**config.mk**
```make
export PLATFORM = sky130hd
export DESIGN_NAME = sdf_hash
export DESIGN_NICKNAME = d
export VERILOG_FILES = /design/src/rtl/core/sdf_pkg.sv /design/src/rtl/core/sdf_hash.sv
export SDC_FILE = /design/constraint.sdc
export NUM_CORES = 1
export LEC_CHECK = 0
export BUFFER_PORTS_ARGS = -buffer_cell sky130_fd_sc_hd__clkbuf_2
export CAP_MARGIN = 30
export CORE_ASPECT_RATIO = 1.75
export CORE_MARGIN = 2
export CORE_UTILIZATION = 55
export DETAILED_ROUTE_END_ITERATION = 8
export PLACE_DENSITY = 0.74
export RECOVER_POWER = 100
export SLEW_MARGIN = 20
export SYNTH_ARGS = -nofsm -noshare
export SYNTH_HDL_FRONTEND = slang
export SYNTH_SLANG_ARGS = --single-unit
```
**constraint.sdc**
```tcl
create_clock -name clk -period 7.6 [get_ports clk]
set_input_delay 1.14 -clock clk [delete_from_list [all_inputs] [get_ports clk]]
set_output_delay 1.14 -clock clk [all_outputs]
set_load 0.02 [all_outputs]
```
**src/rtl/core/sdf_pkg.sv**
```systemverilog
// shared types and constants of the set difference filter
// table geometry, hash constants, item kinds, controller states and the key ram request
// no dependencies
package sdf_pkg;

  // table size must be a power of two: slots wrap by dropping the carry
  localparam int TABLE_SIZE = 256;
  localparam int IDX_W      = $clog2(TABLE_SIZE);
  localparam int CNT_W      = $clog2(TABLE_SIZE + 1);
  localparam int KEY_W      = 32;

  localparam logic [KEY_W-1:0] HASH_MULT  = 32'h9E37_79B1;
  localparam int               HASH_SHIFT = 15;

  // item kinds carried on tuser
  localparam logic KIND_LOAD  = 1'b0;
  localparam logic KIND_QUERY = 1'b1;

  typedef enum logic [2:0] {
    S_IDLE,
    S_HASH,
    S_SLOT,
    S_PROBE,
    S_FIN
  } state_t;

  typedef struct packed {
    logic             we;
    logic [IDX_W-1:0] waddr;
    logic [KEY_W-1:0] wdata;
    logic             re;
    logic [IDX_W-1:0] raddr;
  } ram_req_t;

endpackage

```
**src/rtl/core/sdf_hash.sv**
```systemverilog
// home slot hash: multiplicative hash with a registered product, then a fold
// depends on sdf_pkg for the hash constants and the slot width
module sdf_hash (
  input  logic                      clk,
  input  logic                      en,
  input  logic [sdf_pkg::KEY_W-1:0] key,
  output logic [sdf_pkg::IDX_W-1:0] slot
);

  logic [sdf_pkg::KEY_W-1:0] prod_r;
  logic [sdf_pkg::KEY_W-1:0] prod_nxt;
  logic [sdf_pkg::KEY_W-1:0] mixed;

  // only the low word of the product is kept
  assign prod_nxt = key * sdf_pkg::HASH_MULT;

  always_ff @(posedge clk) begin
    if (en) begin
      prod_r <= prod_nxt;
    end
  end

  assign mixed = prod_r ^ (prod_r >> sdf_pkg::HASH_SHIFT);
  assign slot  = mixed[sdf_pkg::IDX_W-1:0];

endmodule

```
==> reports/qor.csv, run 1 <==
metric;value;unit
Netlist cell types;34;
quantity of gates resized following cts;0;
area of the core region;8670;um2
residual DRC count;0;
count of nets left with antenna violations after detail routing;0;
total negative slack;0;ns
initial antenna violation count;0;
prevailing post-synth register cell;sky130_fd_sc_hd__edfxtp_1;
clock input transition at the sequential cells of the worst setup and hold paths;0.04;ns
total non-filler cell area in the finished layout;5250;um2
global-route wire length before repair;16700;um
Top Layer Used;met4;
highest clock frequency the design can meet;149;MHz
Detailed Place HPWL;9390;um
number of pins with negative max-slew slack in the final report;0;
floorplan die area;9700;um2
pin slew with the least headroom to its limit;0.781;ns
max FFs per register;16;
mean instance size in the synthesized netlist;10.4;um2
layout cell share with drive strength beyond 1;4.55;%
Vias per Instance;5.10;
core utilization of the finished layout;60.6;%
Yosys reg bits;16;
number of filler cells placed in the layout;765;
end of the critical path;prod_r[22];
cell type contributing the most total cell area after synthesis;sky130_fd_sc_hd__fa_1;
status;complete, no violations;
top post-synthesis cells by count;sky130_fd_sc_hd__inv_1 (164), sky130_fd_sc_hd__ha_1 (107), sky130_fd_sc_hd__fa_1 (87);
global-route usage over all layers;23.4;%
share of flip-flops with an asynchronous set or reset after synthesis;0;%
GRT overflow;0;
arrival time of the worst setup path;6.68;ns
EDFF count, synth;16;
Antenna Diode Count;0;
Max FO, Critical Path;7;
Max Buffers Root-to-Sink;2;
maximum number of pins on one net before global-route repair;17;
standard-cell rows;45;
final weighted congestion in routability-driven placement;0.875;
Critical Path Sink Type;flip-flop;
start point of the critical path;key[7];
Area Growth Syn to Fin;7.31;%
total setup buffers inserted after CTS;0;
top-area cell type share of the netlist area;35.6;%
Critical Path Most Common Cell;sky130_fd_sc_hd__fa_1;
Area contributors post-synth;sky130_fd_sc_hd__fa_1 (36%), sky130_fd_sc_hd__ha_1 (27%), sky130_fd_sc_hd__inv_1 (13%);
Syn Std Cell Area;4890;um2
synthesized instance count;471;
largest registers;prod_r x16;
chain of cells forming the critical path;clkbuf_1, inv_1, fa_1, fa_1, fa_1, fa_1, inv_1, fa_1, fa_1, inv_1, fa_1, inv_1, ha_1, and3_1, nand4_1, a31oi_1, xnor2_1;
final worst-path cycle share;88.2;%
Rel. slew slack;47.9;%
Hold Vio Cnt, Final;0;
cell with the largest stage delay on the worst path;sky130_fd_sc_hd__fa_1;
largest reg by FF count;prod_r;
CTS root buf;sky130_fd_sc_hd__clkbuf_16;
initial core utilization;56.5;%
die height;129;um
number of DRC markers in iteration 0;73;
Post-DP Area;5200;um2
data required time at the worst endpoint;7.58;ns
RSZ-0062 raised after global routing;false;
Worst Hold Slack;1.40;ns
yosys warns;0;
largest stage delay on the critical path;0.58;ns
WL final;10100;um
metal1 wirelength;3540;um
Worst Setup Start Kind;primary input;
max-cap check violation count;0;
post-layout min period;6.70;ns
number of buffers created by CTS;3;
io pins;42;
clock sinks;16;
Hold Path Class;in2reg;
synthesized netlist net count;699;
worst setup path class;in2reg;
count leader, synth;sky130_fd_sc_hd__inv_1;
number of nets in the layout;736;
TritonCTS clock tree;yes;
number of hold-repair buffers added at the cts stage;0;
vias;3176;
Max H-tree Level;1;
DR pass1 iterations;4;
part of the Yosys area used for sequential elements;9.82;%
detailed route wirelength on metal2;5940;um
setup-violating endpoint count in the final report;0;
quantity of I/O buffers inserted on ports;32;
width of the chip;75.3;um
Detail Route met3 WL;188;um
vias in the first global route;3670;
routed len/inst;16.2;um
==> critical path, delay by kind of cell <==
kind,cells,cell delay [ns]
fa+ha+maj,8,4.03
buf+inv,5,0.64
simple gates,2,0.41
compound gates,1,0.33
xor+xnor,1,0.12
==> worst min-delay path by stage <==
stage,start,slack [ns],cells after the start,end
final,key[2],1.40,1,prod_r[2]
after global routing,key[2],1.41,1,prod_r[2]
after CTS,key[2],1.29,1,prod_r[2]
after detailed placement,key[2],1.54,1,prod_r[2]
after global placement,key[2],1.53,1,prod_r[2]
after floorplan,key[0],1.24,0,prod_r[0]
==> routing by layer <==
metal  track usage (%)  vias to the layer above
met1              24.1                     1574
met3             0.861                       23
met2              46.3                       64
li1                  -                     1515
met5                 0                        -
met4              9.49                        0
==> metrics by stage <==
stage / cells / setup WS [ns]
after global routing: 623 / 0.669
after detailed placement: 620 / 0.744
after global placement: 620 / 0.797
after floorplan: 471 / 1.40
after CTS: 623 / 0.989
final: 623 / 0.899
==> cell families (layout without fill, tap and decap cells) <==
family	count (synthesis)	in the layout	synth area share [%]
adder cells (fa/ha/maj)	194	194	62.9
buffers and inverters	164	199	12.6
flip-flops	16	16	9.82
AND/OR/NAND/NOR	25	25	2.79
multiplexers	2	2	0.409
AO/OA/AOI/OAI	29	29	4.14
XOR/XNOR	41	41	7.34
==> placed cells by master, fill, tap and decap left out, types with 7 or more instances in the layout <==
cell type and instances:
sky130_fd_sc_hd__a21oi_1 7, sky130_fd_sc_hd__clkbuf_1 14, sky130_fd_sc_hd__clkbuf_2 18, sky130_fd_sc_hd__edfxtp_1 16, sky130_fd_sc_hd__fa_1 87, sky130_fd_sc_hd__ha_1 107
sky130_fd_sc_hd__inv_1 164, sky130_fd_sc_hd__xnor2_1 28, sky130_fd_sc_hd__xor2_1 13
==> final cells by class <==
class | instances | area, um2 | share of cell area [%]
flip-flops and latches | 16 | 480 | 9.15
clock buffers | 3 | 75.1 | 1.43
well taps | 117 | 146 | 2.79
multi-input cells | 291 | 3790 | 72.2
repair buffers | 32 | 143 | 2.72
inverters | 164 | 616 | 11.7
Power of run 1 is not shown: default switching activity piles up to over one toggle a cycle in this logic, so the estimate is an artifact.
==> inputs of run 2 (changes only) <==
--- a/config.mk
+++ b/config.mk
@@ -5,7 +5,7 @@
 export SDC_FILE = /design/constraint.sdc
 export NUM_CORES = 1
 export LEC_CHECK = 0
-export BUFFER_PORTS_ARGS = -buffer_cell sky130_fd_sc_hd__clkbuf_2
+export BUFFER_PORTS_ARGS = -buffer_cell sky130_fd_sc_hd__buf_2
 export CAP_MARGIN = 30
 export CORE_ASPECT_RATIO = 1.75
 export CORE_MARGIN = 2
==> run 2 against run 1 <==
Fmax fell by 2.3%. Worst setup slack got worse by 0.15 ns. Clock-buffer cell count did not move. Critical path depth did not move. Via count fell by 0.19%. Non-clock buffer count did not move. Sequential cell count did not move. Critical path type unchanged. Highest routed layer unchanged.
==> reports/qor.csv, run 2 (same netlist as run 1, synthesis figures left out) <==
metric;value;unit
clock input transition at the sequential cells of the worst setup and hold paths;0.04;ns
routed len/inst;16.1;um
standard-cell rows;45;
total negative slack;0;ns
kind of cell adding the most delay to the critical path;adder cells;
die height;129;um
vias in the first global route;3596;
max-cap check violation count;0;
WL final;10000;um
highest-count cells in the layout ignoring fill and taps;sky130_fd_sc_hd__inv_1 (164), sky130_fd_sc_hd__ha_1 (107), sky130_fd_sc_hd__fa_1 (87);
number of pins with negative max-slew slack in the final report;0;
quantity of gates resized following cts;0;
number of buffers created by CTS;3;
pin slew with the least headroom to its limit;0.884;ns
width of the chip;75.3;um
TritonCTS clock tree;yes;
core utilization of the finished layout;60.5;%
global-route wire length before repair;16400;um
chain of cells forming the critical path;clkbuf_1, inv_1, fa_1, fa_1, inv_1, ha_1, inv_1, fa_1, fa_1, fa_1, fa_1, inv_1, ha_1, a2111oi_0, a21boi_0, nor3_1, nand4bb_1;
Critical Path Sink Type;flip-flop;
Max FO, Critical Path;9;
floorplan die area;9700;um2
final worst-path cycle share;90.2;%
Worst Setup Start Kind;primary input;
clock sinks;16;
quantity of I/O buffers inserted on ports;32;
largest reg by FF count;prod_r;
arrival time of the worst setup path;6.82;ns
vias;3170;
final weighted congestion in routability-driven placement;0.874;
most common library cell in the layout ignoring fill and taps;sky130_fd_sc_hd__inv_1;
DR pass1 iterations;4;
number of nets in the layout;736;
status;complete, no violations;
Max Buffers Root-to-Sink;2;
initial antenna violation count;0;
CTS root buf;sky130_fd_sc_hd__clkbuf_16;
Area Growth Syn to Fin;7.26;%
Post-DP Area;5200;um2
highest clock frequency the design can meet;146;MHz
post-layout min period;6.86;ns
initial core utilization;56.5;%
count of nets left with antenna violations after detail routing;0;
GRT overflow;0;
RSZ-0062 raised after global routing;false;
global-route usage over all layers;22.9;%
number of DRC markers in iteration 0;86;
layout cell share with drive strength beyond 1;4.55;%
Antenna Diode Count;0;
Hold Path Class;in2reg;
largest registers;prod_r x16;
max FFs per register;16;
total setup buffers inserted after CTS;0;
Hold Vio Cnt, Final;0;
largest stage delay on the critical path;0.76;ns
area of the core region;8670;um2
Detailed Place HPWL;9280;um
total non-filler cell area in the finished layout;5250;um2
io pins;42;
setup-violating endpoint count in the final report;0;
WP buf/inv;5;
Max H-tree Level;1;
cell with the largest stage delay on the worst path;sky130_fd_sc_hd__a21boi_0;
Rel. slew slack;40.6;%
residual DRC count;0;
worst setup path class;in2reg;
Vias per Instance;5.09;
maximum number of pins on one net before global-route repair;17;
data required time at the worst endpoint;7.56;ns
Critical Path Most Common Cell;sky130_fd_sc_hd__fa_1;
number of hold-repair buffers added at the cts stage;0;
[run 2: metal layers]
| metal | track usage, % | share of wire (%) | vias up |
|---|---|---|---|
| met1 | 24.4 | 35 | 1560 |
| met4 | 9.08 | 4.2 | 0 |
| met3 | 0.626 | 2.0 | 26 |
| li1 | - | - | 1516 |
| met2 | 45.0 | 58 | 68 |
| met5 | 0 | 0 | - |
[run 2: path summary, 6_finish.rpt]
path / endpoint / depth (start not counted) / startpoint
setup / recovery: prod_r[21] / 17 / key[3]
hold / removal: prod_r[2] / 1 / key[2]
[run 2: through the flow]
stage | hold WS, ns | std cells | setup slack, ns
6_report | 1.40 | 623 | 0.745
4_1_cts | 1.26 | 623 | 0.985
5_1_grt | 1.42 | 623 | 0.522
3_3_place_gp | 1.51 | 620 | 0.813
3_5_place_dp | 1.51 | 620 | 0.732
2_1_floorplan | 1.24 | 471 | 1.40
[run 2: layout make-up]
| cell class | instances | area [um2] |
|---|---|---|
| Timing Repair Buffer | 32 | 144 |
| Inverter | 164 | 616 |
| Multi-Input combinational cell | 291 | 3790 |
| Tap cell | 117 | 146 |
| Clock buffer | 3 | 75.1 |
| Sequential cell | 16 | 480 |
| Fill cell | 754 | 3420 |
Power of run 2 is left out for the same reason.
==> inputs of run 3 (changes only) <==
--- a/config.mk
+++ b/config.mk
@@ -9,9 +9,8 @@
 export CAP_MARGIN = 30
 export CORE_ASPECT_RATIO = 1.75
 export CORE_MARGIN = 2
-export CORE_UTILIZATION = 55
+export CORE_UTILIZATION = 30
 export DETAILED_ROUTE_END_ITERATION = 8
-export PLACE_DENSITY = 0.74
 export RECOVER_POWER = 100
 export SLEW_MARGIN = 20
 export SYNTH_ARGS = -nofsm -noshare
==> run 3 against run 2 <==
Wire length is 6.0% higher. Sequential share of layout area is 0.15 points lower. Worst hold slack better by 0.0013 ns. Sequential cell count stayed put. Worst setup slack better by 0.077 ns. Die area is 79% higher. Clock-buffer cell count stayed put. Fmax is 1.1% higher. Global-route usage is 9.9 points lower. Via count is 0.85% higher. Cell count is 12% higher. Critical path depth stayed put. Largest cell class unchanged.
==> reports/qor.csv, run 3 (same netlist as run 1, synthesis figures left out) <==
metric;value;unit
worst setup path class;in2reg;
TritonCTS clock tree;yes;
status;complete, no violations;
highest clock frequency the design can meet;148;MHz
total setup buffers inserted after CTS;0;
cell with the largest stage delay on the worst path;sky130_fd_sc_hd__a21boi_0;
RSZ-0062 raised after global routing;false;
io pins;42;
GRT overflow;0;
DR pass1 iterations;4;
highest-count cells in the layout ignoring fill and taps;sky130_fd_sc_hd__inv_1 (164), sky130_fd_sc_hd__ha_1 (107), sky130_fd_sc_hd__fa_1 (87);
total non-filler cell area in the finished layout;5340;um2
maximum number of pins on one net before global-route repair;17;
die height;173;um
routed len/inst;15.3;um
Max Buffers Root-to-Sink;2;
data required time at the worst endpoint;7.57;ns
number of nets in the layout;736;
Vias per Instance;4.60;
largest registers;prod_r x16;
clock sinks;16;
final weighted congestion in routability-driven placement;0.880;
area of the core region;16000;um2
quantity of I/O buffers inserted on ports;32;
Area Growth Syn to Fin;9.10;%
standard-cell rows;61;
initial antenna violation count;0;
setup-violating endpoint count in the final report;0;
Worst Setup Start Kind;primary input;
Hold Vio Cnt, Final;0;
post-layout min period;6.78;ns
pin slew with the least headroom to its limit;0.804;ns
Critical Path Most Common Cell;sky130_fd_sc_hd__fa_1;
CTS root buf;sky130_fd_sc_hd__clkbuf_16;
layout cell share with drive strength beyond 1;4.55;%
Antenna Diode Count;0;
residual DRC count;0;
Hold Path Class;in2reg;
vias;3197;
largest reg by FF count;prod_r;
number of DRC markers in iteration 0;89;
global-route wire length before repair;17700;um
WL final;10600;um
final worst-path cycle share;89.2;%
Post-DP Area;5290;um2
width of the chip;101;um
count of nets left with antenna violations after detail routing;0;
Detailed Place HPWL;9780;um
Max H-tree Level;1;
floorplan die area;17400;um2
Max FO, Critical Path;9;
number of pins with negative max-slew slack in the final report;0;
vias in the first global route;3710;
Critical Path Sink Type;flip-flop;
most common library cell in the layout ignoring fill and taps;sky130_fd_sc_hd__inv_1;
chain of cells forming the critical path;clkbuf_1, inv_1, fa_1, fa_1, inv_1, ha_1, inv_1, fa_1, fa_1, fa_1, fa_1, inv_1, ha_1, a2111oi_0, a21boi_0, nor3_1, nand4bb_1;
initial core utilization;30.7;%
number of filler cells placed in the layout;1581;
quantity of gates resized following cts;0;
max FFs per register;16;
total negative slack;0;ns
number of buffers created by CTS;3;
clock input transition at the sequential cells of the worst setup and hold paths;0.04;ns
max-cap check violation count;0;
number of hold-repair buffers added at the cts stage;0;
global-route usage over all layers;13.0;%
arrival time of the worst setup path;6.75;ns
Rel. slew slack;45.9;%
largest stage delay on the critical path;0.70;ns
cell count of the worst hold path;1;
[run 3: cell counts in the layout (fill, tap and decap cells not counted)]
Identical to the previous run, type by type.
[run 3: layout make-up]
cell class,count,area [um2],share of cell area (%)
Multi-Input combinational cell,291,3790,70.9
Inverter,164,616,11.5
Sequential cell,16,480,9.00
Tap cell,189,236,4.43
Timing Repair Buffer,32,144,2.69
Clock buffer,3,75.1,1.41
[run 3: final timing paths]
path                  startpoint    endpoint  slack, ns
worst max-delay path      key[3]  prod_r[21]       0.82
worst min-delay path      key[2]   prod_r[2]       1.40
[run 3: worst max-delay path: cells and delay by family]
kind                     cells  cell delay [ns]
adder cells (fa/ha/maj)      8             3.34
AND/OR/NAND/NOR              2             0.37
AO/OA/AOI/OAI                2             1.08
buffers and inverters        5             0.80
[run 3: metal layers]
metal	vias to the layer above	routed length (um)	track usage (%)
li1	1510	-	-
met1	1585	3880	14.2
met2	72	5880	24.6
met3	30	313	0.970
met4	0	560	5.76
met5	-	0	0
[run 3: stage by stage]
stage	instances	utilization [%]	setup slack (ns)	hold slack, ns
floorplan	471	-	1.40	1.24
global placement	692	33.2	0.791	1.53
detailed placement	692	33.2	0.760	1.52
CTS	695	33.6	1.02	1.28
global route	695	33.5	0.447	1.40
finish	695	33.5	0.822	1.40
Power of run 3 is left out for the same reason.
